--- config.mk ---
export PLATFORM = sky130hd
export DESIGN_NAME = uri_authority_splitter_flat
export DESIGN_NICKNAME = d
export VERILOG_FILES = /design/src/rtl/core/uas_pkg.sv /design/src/rtl/core/uas_if.sv /design/src/rtl/core/uas_scan.sv /design/src/rtl/core/uas_split.sv /design/src/rtl/core/uri_authority_splitter.sv /design/src/flat_wrapper.sv
export SDC_FILE = /design/constraint.sdc
export NUM_CORES = 1
export LEC_CHECK = 0
export ABC_AREA = 1
export BUFFER_PORTS_ARGS = -buffer_cell sky130_fd_sc_hd__buf_2
export CORE_ASPECT_RATIO = 0.7
export CORE_MARGIN = 5
export CORE_UTILIZATION = 55
export DETAILED_ROUTE_END_ITERATION = 7
export PLACE_DENSITY = 0.77
export SLEW_MARGIN = 20
export SYNTH_ARGS = -nofsm -noshare
export SYNTH_HDL_FRONTEND = slang
export SYNTH_SLANG_ARGS = --single-unit
--- constraint.sdc ---
create_clock -name i_clk -period 5.26 [get_ports i_clk]
set_input_delay 0.526 -clock i_clk [delete_from_list [all_inputs] [get_ports i_clk]]
set_output_delay 0.526 -clock i_clk [all_outputs]
set_load 0.01 [all_outputs]
--- src/rtl/core/uas_pkg.sv ---
// ----------------------------------------------------------------------------
// uas_pkg
// Shared constants, types and helpers for the URI authority splitter.
// ----------------------------------------------------------------------------
package uas_pkg;

    // Size limits of the accepted text and of each reported field.
    localparam int AUTH_MAX = 256;
    localparam int USER_MAX = 64;
    localparam int PASS_MAX = 64;
    localparam int HOST_MAX = 128;
    localparam int PORT_MAX = 8;

    // Byte counter holds 0..AUTH_MAX; a position holds 0..AUTH_MAX-1.
    localparam int CNT_W = $clog2(AUTH_MAX + 1);
    localparam int POS_W = $clog2(AUTH_MAX);

    // Separator and digit characters.
    localparam logic [7:0] CHAR_AT    = 8'h40;
    localparam logic [7:0] CHAR_COLON = 8'h3A;
    localparam logic [7:0] CHAR_ZERO  = 8'h30;
    localparam logic [7:0] CHAR_NINE  = 8'h39;

    // Scan state carried from one word to the next.
    typedef struct packed {
        logic [CNT_W-1:0] byte_count;
        logic [POS_W-1:0] at_pos;
        logic             at_seen;
        logic [POS_W-1:0] colon_first_pos;
        logic             colon_first_seen;
        logic [POS_W-1:0] colon_after_at_pos;
        logic             colon_after_at_seen;
        logic             port_bad_first;
        logic             port_bad_after;
        logic             overflow_seen;
    } t_scan_state;

    // One result word.
    typedef struct packed {
        logic [6:0] user_len;
        logic [7:0] pass_start;
        logic [6:0] pass_len;
        logic [7:0] host_start;
        logic [7:0] host_len;
        logic [7:0] port_start;
        logic [3:0] port_len;
        logic       too_long;
    } t_result;

    // Smaller of a value and a limit.
    function automatic logic [CNT_W-1:0] clip(input logic [CNT_W-1:0] v,
                                              input logic [CNT_W-1:0] lim);
        clip = (v < lim) ? v : lim;
    endfunction

endpackage

--- src/rtl/core/uas_if.sv ---
// ----------------------------------------------------------------------------
// uas_in_if / uas_out_if
// Valid/ready channels for the authority bytes and the split result.
// ----------------------------------------------------------------------------
interface uas_in_if;
    logic       valid;
    logic       ready;
    logic [7:0] byte_in;
    logic       last_byte;

    modport source (output valid, output byte_in, output last_byte, input ready);
    modport sink   (input valid, input byte_in, input last_byte, output ready);
endinterface

interface uas_out_if;
    logic       valid;
    logic       ready;
    logic [6:0] user_len;
    logic [7:0] pass_start;
    logic [6:0] pass_len;
    logic [7:0] host_start;
    logic [7:0] host_len;
    logic [7:0] port_start;
    logic [3:0] port_len;
    logic       too_long;

    modport source (output valid, output user_len, output pass_start, output pass_len,
                    output host_start, output host_len, output port_start,
                    output port_len, output too_long, input ready);
    modport sink   (input valid, input user_len, input pass_start, input pass_len,
                    input host_start, input host_len, input port_start,
                    input port_len, input too_long, output ready);
endinterface

--- src/rtl/core/uas_scan.sv ---
// ----------------------------------------------------------------------------
// uas_scan
// Per-byte scan: tracks separators, port digit checks and the byte count.
// ----------------------------------------------------------------------------
module uas_scan import uas_pkg::*; (
    input  logic        i_clk,
    input  logic        i_rst_n,
    input  logic        i_en,
    input  logic [7:0]  i_byte,
    input  logic        i_last,
    output t_scan_state o_next
);

    t_scan_state r_state;
    t_scan_state n_state;

    function automatic logic port_bad(input logic seen, input logic [POS_W-1:0] cpos,
                                      input logic [CNT_W-1:0] p, input logic digit);
        logic [CNT_W-1:0] gap;
        gap = p - CNT_W'(cpos);
        port_bad = seen && (p > CNT_W'(cpos)) &&
                   ((gap - CNT_W'(1)) < CNT_W'(PORT_MAX)) && !digit;
    endfunction

    always_comb begin
        logic [CNT_W-1:0] p;
        logic [POS_W-1:0] pos;
        logic             digit;
        p       = r_state.byte_count;
        pos     = p[POS_W-1:0];
        digit   = (i_byte >= CHAR_ZERO) && (i_byte <= CHAR_NINE);
        n_state = r_state;
        if (p < CNT_W'(AUTH_MAX)) begin
            if (port_bad(r_state.colon_first_seen, r_state.colon_first_pos, p, digit)) begin
                n_state.port_bad_first = 1'b1;
            end
            if (port_bad(r_state.colon_after_at_seen, r_state.colon_after_at_pos, p,
                         digit)) begin
                n_state.port_bad_after = 1'b1;
            end
            if (i_byte == CHAR_AT && !r_state.at_seen) begin
                n_state.at_seen = 1'b1;
                n_state.at_pos  = pos;
            end
            if (i_byte == CHAR_COLON) begin
                if (!r_state.colon_first_seen) begin
                    n_state.colon_first_seen = 1'b1;
                    n_state.colon_first_pos  = pos;
                end
                if (r_state.at_seen && !r_state.colon_after_at_seen) begin
                    n_state.colon_after_at_seen = 1'b1;
                    n_state.colon_after_at_pos  = pos;
                end
            end
            n_state.byte_count = p + CNT_W'(1);
        end else begin
            n_state.overflow_seen = 1'b1;
        end
    end

    // The state starts over once the final byte has been scanned.
    always_ff @(posedge i_clk) begin
        if (!i_rst_n) begin
            r_state <= '0;
        end else if (i_en) begin
            r_state <= i_last ? '0 : n_state;
        end
    end

    assign o_next = n_state;

endmodule

--- src/rtl/core/uas_split.sv ---
// ----------------------------------------------------------------------------
// uas_split
// Turns the final scan state into offsets and clipped lengths.
// ----------------------------------------------------------------------------
module uas_split import uas_pkg::*; (
    input  t_scan_state i_state,
    output t_result     o_result
);

    always_comb begin
        logic             cred;
        logic             cseen;
        logic             cbad;
        logic [CNT_W-1:0] cpos;
        logic [CNT_W-1:0] at_p;
        logic [CNT_W-1:0] cf_p;
        logic [CNT_W-1:0] len;
        logic [CNT_W-1:0] idx;
        logic [CNT_W-1:0] rest;
        logic [CNT_W-1:0] hl;
        logic [CNT_W-1:0] pl;
        logic [CNT_W-1:0] user_len;
        logic [CNT_W-1:0] pass_start;
        logic [CNT_W-1:0] pass_len;
        logic [CNT_W-1:0] host_len;
        logic [CNT_W-1:0] port_start;
        logic [CNT_W-1:0] port_len;

        len        = i_state.byte_count;
        at_p       = CNT_W'(i_state.at_pos);
        cf_p       = CNT_W'(i_state.colon_first_pos);
        cred       = i_state.at_seen && (at_p != '0);
        user_len   = '0;
        pass_start = '0;
        pass_len   = '0;
        port_start = '0;
        port_len   = '0;
        idx        = '0;
        hl         = '0;
        pl         = '0;

        if (cred) begin
            if (i_state.colon_first_seen && (cf_p != '0) && (cf_p < at_p)) begin
                user_len   = clip(cf_p, CNT_W'(USER_MAX));
                pass_start = cf_p + CNT_W'(1);
                pass_len   = clip(at_p - cf_p - CNT_W'(1), CNT_W'(PASS_MAX));
            end else begin
                user_len = clip(at_p, CNT_W'(USER_MAX));
            end
            idx   = at_p + CNT_W'(1);
            cseen = i_state.colon_after_at_seen;
            cpos  = CNT_W'(i_state.colon_after_at_pos);
            cbad  = i_state.port_bad_after;
        end else begin
            cseen = i_state.colon_first_seen;
            cpos  = cf_p;
            cbad  = i_state.port_bad_first;
        end

        rest = (len >= idx) ? (len - idx) : '0;

        // A colon right at the start of the location does not split off a port.
        if (cseen && (cpos > idx)) begin
            hl         = cpos - idx;
            pl         = rest - hl - CNT_W'(1);
            host_len   = clip(hl, CNT_W'(HOST_MAX));
            port_start = cpos + CNT_W'(1);
            port_len   = cbad ? '0 : clip(pl, CNT_W'(PORT_MAX));
        end else begin
            host_len = clip(rest, CNT_W'(HOST_MAX));
        end

        o_result.user_len   = user_len[6:0];
        o_result.pass_start = pass_start[7:0];
        o_result.pass_len   = pass_len[6:0];
        o_result.host_start = idx[7:0];
        o_result.host_len   = host_len[7:0];
        o_result.port_start = port_start[7:0];
        o_result.port_len   = port_len[3:0];
        o_result.too_long   = i_state.overflow_seen;
    end

endmodule

--- src/rtl/core/uri_authority_splitter.sv ---
// ----------------------------------------------------------------------------
// uri_authority_splitter
// Splits a byte stream of a URI authority into user, password, host and port.
// ----------------------------------------------------------------------------
// Path: a byte waits in the input register; for a final byte the scan and split
// logic result is then captured in the output register.
// Throughput: one byte per cycle, unless a final byte waits for the output slot.
// Reset: synchronous active-low i_rst_n clears valids and the scan state.
// ----------------------------------------------------------------------------
module uri_authority_splitter import uas_pkg::*; (
    input  logic      i_clk,
    input  logic      i_rst_n,
    uas_in_if.sink    i_in,
    uas_out_if.source o_out
);

    // Input register: holds one accepted byte until the scan stage takes it.
    logic       r_in_valid;
    logic [7:0] r_in_byte;
    logic       r_in_last;

    // Output register: holds one finished result word.
    logic    r_out_valid;
    t_result r_out;

    t_scan_state scan_next;
    t_result     split_res;
    logic        advance;

    // A byte that does not end the authority never needs the output slot, so
    // it moves on even while a result waits downstream. Only a final byte
    // waits for the output register to be free or being drained.
    assign advance = r_in_valid && (!r_in_last || !r_out_valid || o_out.ready);

    // The input register refills in the same cycle it empties.
    assign i_in.ready = !r_in_valid || advance;

    always_ff @(posedge i_clk) begin
        if (!i_rst_n) begin
            r_in_valid <= 1'b0;
        end else if (i_in.ready) begin
            r_in_valid <= i_in.valid;
        end
    end

    always_ff @(posedge i_clk) begin
        if (i_in.valid && i_in.ready) begin
            r_in_byte <= i_in.byte_in;
            r_in_last <= i_in.last_byte;
        end
    end

    // Scan stage: the separator tracker updates with the current byte, and
    // the split logic works on that updated state so the final byte counts.
    uas_scan u_scan (
        .i_clk   (i_clk),
        .i_rst_n (i_rst_n),
        .i_en    (advance),
        .i_byte  (r_in_byte),
        .i_last  (r_in_last),
        .o_next  (scan_next)
    );

    uas_split u_split (
        .i_state  (scan_next),
        .o_result (split_res)
    );

    always_ff @(posedge i_clk) begin
        if (!i_rst_n) begin
            r_out_valid <= 1'b0;
        end else if (advance && r_in_last) begin
            r_out_valid <= 1'b1;
        end else if (o_out.ready) begin
            r_out_valid <= 1'b0;
        end
    end

    always_ff @(posedge i_clk) begin
        if (advance && r_in_last) begin
            r_out <= split_res;
        end
    end

    assign o_out.valid      = r_out_valid;
    assign o_out.user_len   = r_out.user_len;
    assign o_out.pass_start = r_out.pass_start;
    assign o_out.pass_len   = r_out.pass_len;
    assign o_out.host_start = r_out.host_start;
    assign o_out.host_len   = r_out.host_len;
    assign o_out.port_start = r_out.port_start;
    assign o_out.port_len   = r_out.port_len;
    assign o_out.too_long   = r_out.too_long;

    // A final byte must stay in the input register while the result slot is
    // occupied and not drained.
    a_last_waits: assert property (@(posedge i_clk) disable iff (!i_rst_n)
        (r_in_valid && r_in_last && r_out_valid && !o_out.ready) |=> r_in_valid)
        else $error("final byte left the input register while the result was stalled");

    // A completed result is always presented in the cycle after it is formed.
    a_result_shown: assert property (@(posedge i_clk) disable iff (!i_rst_n)
        (advance && r_in_last) |=> r_out_valid)
        else $error("result was formed but not presented");

    // Overflow can only be flagged once the byte counter has saturated.
    a_overflow_count: assert property (@(posedge i_clk) disable iff (!i_rst_n)
        (r_in_valid && scan_next.overflow_seen) |->
            (scan_next.byte_count == CNT_W'(AUTH_MAX)))
        else $error("overflow flagged before the byte limit was reached");

    // Reported host and port lengths never exceed their clip limits.
    a_len_clipped: assert property (@(posedge i_clk) disable iff (!i_rst_n)
        r_out_valid |-> ((r_out.host_len <= 8'(HOST_MAX)) &&
                         (r_out.port_len <= 4'(PORT_MAX))))
        else $error("reported length exceeds its limit");

endmodule

--- src/flat_wrapper.sv ---
// flat-port wrapper written by rule: the top's interface ports become plain ports
module uri_authority_splitter_flat import uas_pkg::*;
  (i_clk, i_rst_n, i_in_valid, i_in_byte_in, i_in_last_byte, i_in_ready, o_out_valid, o_out_user_len, o_out_pass_start, o_out_pass_len, o_out_host_start, o_out_host_len, o_out_port_start, o_out_port_len, o_out_too_long, o_out_ready);
  uas_in_if i_in_i ();
  uas_out_if o_out_i ();
  input  logic i_clk;
  input  logic i_rst_n;
  input wire logic [$bits(i_in_i.valid)-1:0] i_in_valid;
  input wire logic [$bits(i_in_i.byte_in)-1:0] i_in_byte_in;
  input wire logic [$bits(i_in_i.last_byte)-1:0] i_in_last_byte;
  output wire logic [$bits(i_in_i.ready)-1:0] i_in_ready;
  output wire logic [$bits(o_out_i.valid)-1:0] o_out_valid;
  output wire logic [$bits(o_out_i.user_len)-1:0] o_out_user_len;
  output wire logic [$bits(o_out_i.pass_start)-1:0] o_out_pass_start;
  output wire logic [$bits(o_out_i.pass_len)-1:0] o_out_pass_len;
  output wire logic [$bits(o_out_i.host_start)-1:0] o_out_host_start;
  output wire logic [$bits(o_out_i.host_len)-1:0] o_out_host_len;
  output wire logic [$bits(o_out_i.port_start)-1:0] o_out_port_start;
  output wire logic [$bits(o_out_i.port_len)-1:0] o_out_port_len;
  output wire logic [$bits(o_out_i.too_long)-1:0] o_out_too_long;
  input wire logic [$bits(o_out_i.ready)-1:0] o_out_ready;
  assign i_in_i.valid = i_in_valid;
  assign i_in_i.byte_in = i_in_byte_in;
  assign i_in_i.last_byte = i_in_last_byte;
  assign i_in_ready = i_in_i.ready;
  assign o_out_valid = o_out_i.valid;
  assign o_out_user_len = o_out_i.user_len;
  assign o_out_pass_start = o_out_i.pass_start;
  assign o_out_pass_len = o_out_i.pass_len;
  assign o_out_host_start = o_out_i.host_start;
  assign o_out_host_len = o_out_i.host_len;
  assign o_out_port_start = o_out_i.port_start;
  assign o_out_port_len = o_out_i.port_len;
  assign o_out_too_long = o_out_i.too_long;
  assign o_out_i.ready = o_out_ready;
  uri_authority_splitter u_core (.i_clk(i_clk), .i_rst_n(i_rst_n), .i_in(i_in_i), .o_out(o_out_i));
endmodule
# Word level (Yosys, flattened, before mapping)
# Index checks and enable logic that the tools add are counted.
# totals
ff_bits	101
out_inout_bits	53
# op_classes
n_addsub	14
n_lt_le_gt_ge	16
eq_ne	2
mux	24
bitwise_logic	2
n_reduce_logical	32
# op_table
operator	count
9-bit 2-to-1 mux	5
39-bit 2-to-1 mux	1
38-bit 2-to-1 mux	1
9-bit by 1-bit subtractor with 9-bit output (second input constant)	4
8-bit 2-to-1 mux	4
7-bit 2-to-1 mux	4
9-bit by 4-bit < comparator with 1-bit output (second input constant)	3
9-bit by 8-bit > comparator with 1-bit output	2
9-bit by 8-bit < comparator with 1-bit output (second input constant)	2
18-bit 2-to-1 mux	1
9-bit by 8-bit subtractor with 9-bit output	2
9-bit subtractor	2
8-bit by 1-bit adder with 8-bit output (second input constant)	2
1-bit logical AND	16
8-bit by 7-bit < comparator with 1-bit output (second input constant)	2
8-bit nonzero test	2
8-bit by 1-bit adder with 9-bit output (second input constant)	1
9-bit by 1-bit adder with 9-bit output (second input constant)	1
9-bit greater-or-equal comparator	1
9-bit > comparator	1
9-bit by 7-bit < comparator with 1-bit output (second input constant)	1
9-bit < comparator (second input constant)	1
8-bit by 8-bit subtractor with 9-bit output	1
8-bit by 9-bit subtractor with 9-bit output	1
other kinds (15)	29

# Longest topological paths before layout
# Gate-level depths: netlist of run 1.
# logic_depth
word_depth	17
ltp_mapped	43
depth_no_buf	42

# Hierarchy
# Synthesis of run 1 repeated with hierarchy kept, for this count alone.
# unflattened
cells_unflattened	1139
hier_area_um2	8114.0
# modules_own_cells
module	n_inst	cells_each	area_per_inst_um2	seq_area_each_um2
uas_scan	1	554	3303.2	780.7
uas_split	1	507	2890.3	0.0
uri_authority_splitter	1	78	1920.6	1841.8

# Worst setup path before layout of run 1
# OpenSTA, ideal clock, no wires.
# synth_path
kind	reg2reg
startpoint	reg u_core.r_in_byte[1]
endpoint	reg u_core.r_out (netlist bit u_core.o_out.port_len[3]) (data pin)
setup_time_ns	0.249
arrival_ns	5.051
required_ns	5.011
setup_slack_ns	-0.040
path_stages_with_launch	35
cell_sequence	edfxtp_1 > inv_2 > nand3_1 > nor2_8 > nand2_4 > o21ai_0 > inv_1 > ha_1 > inv_1 > nor2_1 > nand2_1 > nor2_1 > nor3_1 > inv_1 > ha_1 > nand2_1 > nor3_1 > and3_1 > inv_1 > nand4_1 > clkinv_1 > nor2_1 > ha_1 > inv_1 > fa_1 > o21ai_0 > nand2_1 > nand2_1 > nand2_1 > nand2_1 > xor2_1 > nor4b_1 > nand2_1 > nand2_1 > inv_1
# synth_lines
item	line	rtl
start, declared	uri_authority_splitter.sv:19	logic [7:0] r_in_byte;
start signal, assigned	uri_authority_splitter.sv:48	r_in_byte <= i_in.byte_in;
end signal, assigned	uri_authority_splitter.sv:81	r_out <= split_res;
end, declared	uri_authority_splitter.sv:24	t_result r_out;

# Worst setup path in the final report of run 1
# layout_path
startpoint	reg u_core.r_in_byte[7]
endpoint	reg u_core.r_out (netlist bit u_core.o_out.port_len[3]) (data pin)
# layout_between
elab_chain_cells	13
elab_cells_between_ends	33
cone_classes	5 x add/sub; 5 x order compare; 2 x eq/ne; 11 x mux; 1 x bitwise; 9 x reduce/logical
# layout_rtl
item	line	rtl
8-bit by 7-bit == test with 1-bit output	uas_scan.sv:41	if (i_byte == CHAR_AT && !r_state.at_seen) begin
1-bit logical AND	uas_scan.sv:41	
9-bit 2-to-1 mux	uas_scan.sv:41	
38-bit 2-to-1 mux *	uas_scan.sv:33	if (p < CNT_W'(AUTH_MAX)) begin
parallel branches: the longest is 9 deep, another holds 8-bit by 1-bit adder with 9-bit output	n/a	
# Every way passes the cells marked *.
# A chain may end at the register's enable or synchronous reset.

==> run_results.csv, run 1 <==
group,metric,value,unit
setup_path,worstPathArrival,5.21,ns
setup_path,cp_top_family,"simple AND/OR/NAND/NOR gates",
floorplanning,rows,35,
floorplanning,ios,66,
floorplanning,die_w,149,um
pwr,switching_share,25.4,%
global_route,grt_usage,25.1,%
final_layout,nets,1222,
drt,antenna_left,0,
sta,fin_skew,0.0107,ns
setup_path,crit_required,5.39,ns
clock_network,cts_tree,"yes",
pwr,ir_drop,157,uV
sta,finalHoldViolations,0,
drt,vias_per_cell,5.40,
clock_network,cts.path.max_buffers,2,
sta,rsz0062_at_grt,"yes",
clock_network,clkTransAtPathRegs,0.08,ns
logic_synthesis,synth_cell_types,50,
setup_path,crit_type,"flop to flop",
place,dpl-instance-area,0.00836,mm^2
logic_synthesis,async_reset_ff_share,0,%
clock_network,cts.sink_count,101,
pwr,total_power,1710,uW
logic_synthesis,ys_warn_count,0,
sta,worst_pin_slew,1.12,ns
drt,via_count,7198,
final_layout,fill_cells,1058,
logic_synthesis,synth_compound_area_share,12.8,%
floorplanning,start_util,56.5,%
pwr,p_seq_share,50.3,%
logic_synthesis,ys.flop_type,"edfxtp_1",
place,port_buffers,65,
logic_synthesis,yosys.area_share.adder,11.3,%
sta,finalMaxSlewViolations,0,
sta,timing.final.crit_share,96.6,%
pwr,p_comb_share,9.7,%
clock_network,clk_latency,0.36,ns
logic_synthesis,synth_nets,1089,
global_route,grt_overflow_total,0,
setup_path,critPathSlowestCell,"edfxtp_1",
place,dpl.hpwl,15400,um
sta,slew_headroom,25.1,%
logic_synthesis,synthSimpleGateAreaFrac,28.0,%
sta,whs,0.335,ns
final_layout,syn2layout_area_growth,23.6,%
floorplanning,fp.dieH,107,um
logic_synthesis,synth_area,0.00747,mm^2
logic_synthesis,ys_ff_latch,101,
logic_synthesis,synth_top_family_by_area,"simple AND/OR/NAND/NOR gates",
setup_path,crit_fanout,10,
final_layout,drive_above_1_share,24.5,%
drt,drt_wl_total,21400,um
drt,firstDrtPassIters,5,
status,outcome,"finished clean",
clock_network,cts_hold_buf,0,
floorplanning,die-area,0.0160,mm^2
job,max_cap_violations,0,
drt,drtIter0Drc,758,
pwr,clkPwrFrac,40.0,%
setup_path,cp_slowest_stage_delay,0.44,ns
floorplanning,coreArea,0.0132,mm^2
logic_synthesis,avgSynthCellArea,7.39,um^2
setup_path,cp_common_cell,"nand2_1",
drt,drc_errors,0,
setup_path,end_kind,"flop",
hold_path,holdCritPathClass,"input pin to flop",
sta,max_freq,0.197,GHz
global_route,grt_pass1_vias,6500,
final_layout,final_area,0.00923,mm^2
global_route,grt_pass1_wl,32100,um
final_layout,n_antenna_cell,0,
pwr,p_switching,434,uW
sta,min_period,5.08,ns
place,place_congestion,0.967,
logic_synthesis,synthXorXnorAreaFrac,3.52,%
final_layout,final_cell_count_no_fill,1334,
logic_synthesis,synth_edf_count,60,
global_route,grt_max_degree,49,
clock_network,cts_inserted_buffers,9,
logic_synthesis,synthMuxAreaShare,0,%
pwr,leakagePower,0.00425,uW
drt,wl_per_cell,16.0,um
pwr,intPower,1270,uW
pwr,power.density,185,mW/mm^2
clock_network,cts_root_buffer,"clkbuf_16",
setup_path,startpoint_type,"flop",
sta,setup_viol,0,
clock_network,cts.htree.levels,3,
logic_synthesis,netlist_instances,1011,
global_route,antenna_found_initial,0,
setup_path,cp_num_buf_inv,8,
logic_synthesis,yosysSeqAreaShare,35.1,%
place,post-place-cells,1298,
==> per-stage QoR <==
| stage | worst slack [ns] | utilization [%] | setup TNS (ns) |
|---|---|---|---|
| after CTS | 0.0199 | 65.7 | 0 |
| final | 0.181 | 69.8 | 0 |
| after floorplan | 0.0367 | - | 0 |
| after global placement | 0.0226 | 63.2 | 0 |
| after detailed placement | -0.313 | 63.2 | -1.15 |
| after global routing | -0.163 | 69.8 | -0.570 |
==> path summary, 6_finish.rpt <==
kind / startpoint / to / slack [ns] / cells after the start
worst max-delay path: u_core.r_in_byte[7] / u_core.o_out.port_len[3] / 0.18 / 36
worst min-delay path: i_in_byte_in[7] / u_core.r_in_byte[7] / 0.33 / 1
worst max register to register: u_core.r_in_byte[7] / u_core.o_out.port_len[3] / 0.18 / 36
worst min register to register: u_core.u_scan.r_state[2] / u_core.u_scan.r_state[2] / 0.45 / 2
==> logic make-up (layout without fill, tap and decap cells) <==
logic type	after synthesis	count (layout)
fa+ha+maj	65	65
flops	101	101
simple gates	474	474
compound gates	164	164
xor+xnor	30	30
buf+inv	177	315
==> Yosys cell counts, types with 2 or more instances <==
library cell | count | area [um^2]
o211ai_1 | 3 | 22.5
inv_1 | 148 | 556
o31ai_1 | 4 | 30.0
nand4_1 | 6 | 37.5
edfxtp_1 | 60 | 1800
fa_1 | 4 | 80.1
o21ai_4 | 2 | 32.5
nand3_1 | 56 | 280
o21ai_1 | 7 | 35.0
or2_2 | 4 | 25.0
nor3_1 | 10 | 50.1
a21oi_1 | 87 | 435
nor4_1 | 3 | 18.8
o21a_1 | 6 | 45.0
xnor2_1 | 10 | 87.6
ha_1 | 61 | 763
a31oi_1 | 3 | 18.8
xor2_1 | 20 | 175
nand2_4 | 3 | 33.8
o21ai_2 | 9 | 78.8
o21ai_0 | 28 | 140
buf_6 | 3 | 33.8
clkbuf_1 | 9 | 33.8
buf_2 | 2 | 10.0
nor2_1 | 93 | 349
nand2_2 | 10 | 62.6
nor2_2 | 4 | 25.0
a211oi_1 | 6 | 45.0
nor2_4 | 4 | 45.0
nand3_2 | 4 | 40.0
nand2_1 | 269 | 1010
dfxtp_1 | 41 | 821
inv_2 | 10 | 37.5
a21o_1 | 4 | 30.0
o21bai_1 | 2 | 15.0
clkinv_1 | 2 | 7.51
==> final cells by class <==
| class | count | area (um^2) | share of cell area, % |
|---|---|---|---|
| clock inverters | 6 | 50.0 | 0.542 |
| well taps | 185 | 231 | 2.51 |
| flip-flops and latches | 101 | 2620 | 28.4 |
| inverters | 161 | 613 | 6.64 |
| repair buffers | 138 | 902 | 9.77 |
| multi-input cells | 733 | 4560 | 49.4 |
| clock buffers | 10 | 250 | 2.71 |
==> registers in the layout, summed over array words and instances, names as in the netlist <==
signal                   cells
u_core.o_out.host_len        8
u_core.o_out.port_start      8
u_core.r_in_last             1
u_core.o_out.pass_len        7
u_core.r_in_byte             8
u_core.o_out.pass_start      8
u_core.o_out.port_len        4
u_core.r_in_valid            1
u_core.u_scan.r_state       39
u_core.o_out.valid           1
u_core.o_out.user_len        7
u_core.o_out.host_start      8
u_core.o_out.too_long        1
==> worst register-to-register path, delay by kind of cell, from the launching register on <==
family                     cells  cell delay (ns)
AOI/OAI and AO/OA              5             0.65
adders and majority gates      2             0.58
DFF                            1             0.44
and+or+nand+nor               20             2.09
xor gates and xnor gates       1             0.08
buffers and inverters          8             0.99
==> repair_timing <==
action                     4_1_cts  5_1_grt
setup endpoints to repair        4        4
resized for setup               10       91
setup buffers                    0       20
pin swaps                        0       38
==> metal layers <==
metal  routed length, um  vias up  global-route usage, %  share of wire [%]
li1                    -     3557                      -                  -
met3                1710       47                   4.29                8.0
met5                   0        -                      0                  0
met1                9780     3255                   37.3                 46
met4                 514        0                   6.07                2.4
met2                9350      339                   38.1                 44
==> power groups by stage <==
stage	registers [uW]	logic, uW	clock network (uW)
after floorplan	882	88.4	0
after global placement	875	142	0
after detailed placement	875	145	0
after CTS	857	149	687
after global routing	859	182	717
final	858	166	683
==> cell usage in the layout, fill, tap and decap left out, types with 9 or more instances in the layout <==
cell type / count
edfxtp_1: 60
nor2_1: 80
xor2_1: 19
clkbuf_16: 10
xnor2_1: 9
nor2_2: 12
nand2_4: 9
nand2_1: 257
inv_2: 20
nand2_2: 15
buf_2: 65
ha_4: 9
o21ai_2: 12
nand3_1: 51
buf_4: 70
o21ai_0: 22
inv_1: 136
nor2_4: 9
dfxtp_1: 41
ha_1: 51
a21oi_1: 84
Note: power is estimated with default switching activity, not from simulation.
==> run 2, diff against run 1 <==
Settings changed: CELL_PAD_IN_SITES_DETAIL_PLACEMENT set to 0, CELL_PAD_IN_SITES_GLOBAL_PLACEMENT set to 1, CORE_UTILIZATION 55 to 40, PLACE_DENSITY 0.77 to not set, PLACE_DENSITY_LB_ADDON set to 0.1.
==> run 2 against run 1 <==
Clock-buffer cell count unchanged. First-iteration DRC count fell by 36%. Routed wire length is 9.1% higher. Fmax shrank 1.5%. Sequential cell count is the same. Critical path type unchanged. Hold slack better by 0.0041 ns. Largest cell class unchanged.
==> run_results.csv, run 2 (synthesized netlist as in run 1, its figures left out) <==
group,metric,value,unit
final_layout,final_area,0.00955,mm^2
sta,fin_skew,0.0115,ns
floorplanning,start_util,41.1,%
floorplanning,coreArea,0.0182,mm^2
clock_network,cts_hold_buf,0,
sta,slew_headroom,39.1,%
floorplanning,fp.dieH,124,um
status,outcome,"finished clean",
drt,via_count,7143,
sta,whs,0.339,ns
sta,rsz0062_at_grt,"yes",
sta,timing.final.crit_share,98.0,%
floorplanning,die-area,0.0215,mm^2
clock_network,cts.path.max_buffers,2,
setup_path,startpoint_type,"flop",
place,port_buffers,65,
sta,fin_tns_setup,0,ns
sta,min_period,5.16,ns
final_layout,largest_reg_flops,39,
job,max_cap_violations,0,
final_layout,drive_above_1_share,26.2,%
global_route,grt_usage,21.0,%
drt,drtIter0Drc,487,
sta,worst_pin_slew,0.913,ns
floorplanning,rows,41,
floorplanning,ios,66,
place,dpl.hpwl,17800,um
setup_path,worstPathArrival,5.28,ns
setup_path,critPathSlowestCell,"edfxtp_1",
setup_path,r2r_slack,0.10,ns
clock_network,cts_root_buffer,"clkbuf_16",
clock_network,clk_latency,0.36,ns
clock_network,clkTransAtPathRegs,0.07,ns
place,place_congestion,0.887,
clock_network,cts.htree.levels,3,
global_route,grt_overflow_total,0,
setup_path,cp_common_cell,"nand2_1",
setup_path,crit_fanout,7,
global_route,grt_pass1_wl,36300,um
global_route,antenna_found_initial,0,
drt,antenna_left,0,
final_layout,mostFrequentLayoutCells,"nand2_1, inv_1, buf_4",
drt,drc_errors,0,
setup_path,crit_type,"flop to flop",
sta,finalMaxSlewViolations,0,
drt,vias_per_cell,5.05,
floorplanning,die_w,173,um
final_layout,nets,1251,
clock_network,cts.sink_count,101,
setup_path,end_kind,"flop",
drt,drt_wl_total,23300,um
pwr,ir_drop,125,uV
hold_path,holdCritPathClass,"input pin to flop",
sta,finalHoldViolations,0,
final_layout,final_common_cell,"nand2_1",
global_route,grt_pass1_vias,6522,
setup_path,crit_required,5.38,ns
sta,max_freq,0.194,GHz
drt,firstDrtPassIters,5,
setup_path,cp_slowest_stage_delay,0.41,ns
final_layout,syn2layout_area_growth,27.9,%
pwr,leakagePower,0.00443,uW
sta,setup_viol,0,
global_route,grt_max_degree,53,
final_layout,n_antenna_cell,0,
drt,wl_per_cell,16.5,um
final_layout,largest_register,"u_core.u_scan.r_state",
pwr,power.density,186,mW/mm^2
clock_network,cts_inserted_buffers,9,
clock_network,cts_tree,"yes",
place,dpl-instance-area,0.00867,mm^2
==> run 2: cell count changes in the layout (fill, tap and decap cells not counted), moves of 3 or more <==
cell	previous run	this run
buf_4	70	98
nand2_4	9	5
o21ai_1	8	12
clkinv_2	1	4
o21ai_0	22	19
==> run 2: worst paths after layout <==
| path | startpoint | endpoint | depth (start not counted) |
|---|---|---|---|
| setup / recovery | u_core.r_in_byte[7] | u_core.o_out.port_len[3] | 42 |
| hold / removal | i_in_byte_in[0] | u_core.r_in_byte[0] | 1 |
| setup reg to reg | u_core.r_in_byte[7] | u_core.o_out.port_len[3] | 42 |
| hold reg to reg | u_core.u_scan.r_state[2] | u_core.u_scan.r_state[2] | 2 |
==> run 2: through the flow <==
step	setup slack [ns]	power [uW]	utilization (%)	std cells
finish	0.104	1770	52.6	1414
global route	-0.273	1840	52.6	1414
CTS	0.00558	1770	49.6	1399
detailed placement	-0.371	1030	47.7	1383
global placement	-0.0596	1030	47.7	1383
floorplan	0.0367	971	-	1011
==> run 2: power by group <==
part	switching, uW	internal (uW)	total (uW)
Combinational	105	71.2	176
Sequential	6.33	852	858
Clock	319	418	737
Total	430	1340	1770
==> run 2: what timing repair did <==
action	CTS	global route
gates resized for setup	13	84
pin swaps	0	28
buffers inserted	0	14
hold endpoints to repair	0	0
setup endpoints to repair	4	10
cloned	0	1
==> run 2: worst max-delay path, delay by kind of cell, from the launching register on <==
family,cells,cell delay [ns]
xor gates and xnor gates,1,0.14
DFF,1,0.41
and+or+nand+nor,24,2.22
buffers and inverters,9,0.72
AOI/OAI and AO/OA,5,0.53
adders and majority gates,3,0.89
==> run 2: routing by layer <==
| metal | GRT usage [%] | routed length [um] |
|---|---|---|
| met1 | 34.3 | 12600 |
| met2 | 28.4 | 9190 |
| met3 | 3.64 | 1300 |
| met4 | 4.03 | 216 |
| met5 | 0 | 0 |
==> run 2: area by class of cell <==
| cell class | count | area (um^2) |
|---|---|---|
| clock buffers | 10 | 229 |
| clock inverters | 6 | 85.1 |
| flip-flops and latches | 101 | 2620 |
| well taps | 236 | 295 |
| multi-input cells | 733 | 4570 |
| inverters | 161 | 612 |
| fillers | 1841 | 8610 |
| repair buffers | 167 | 1140 |
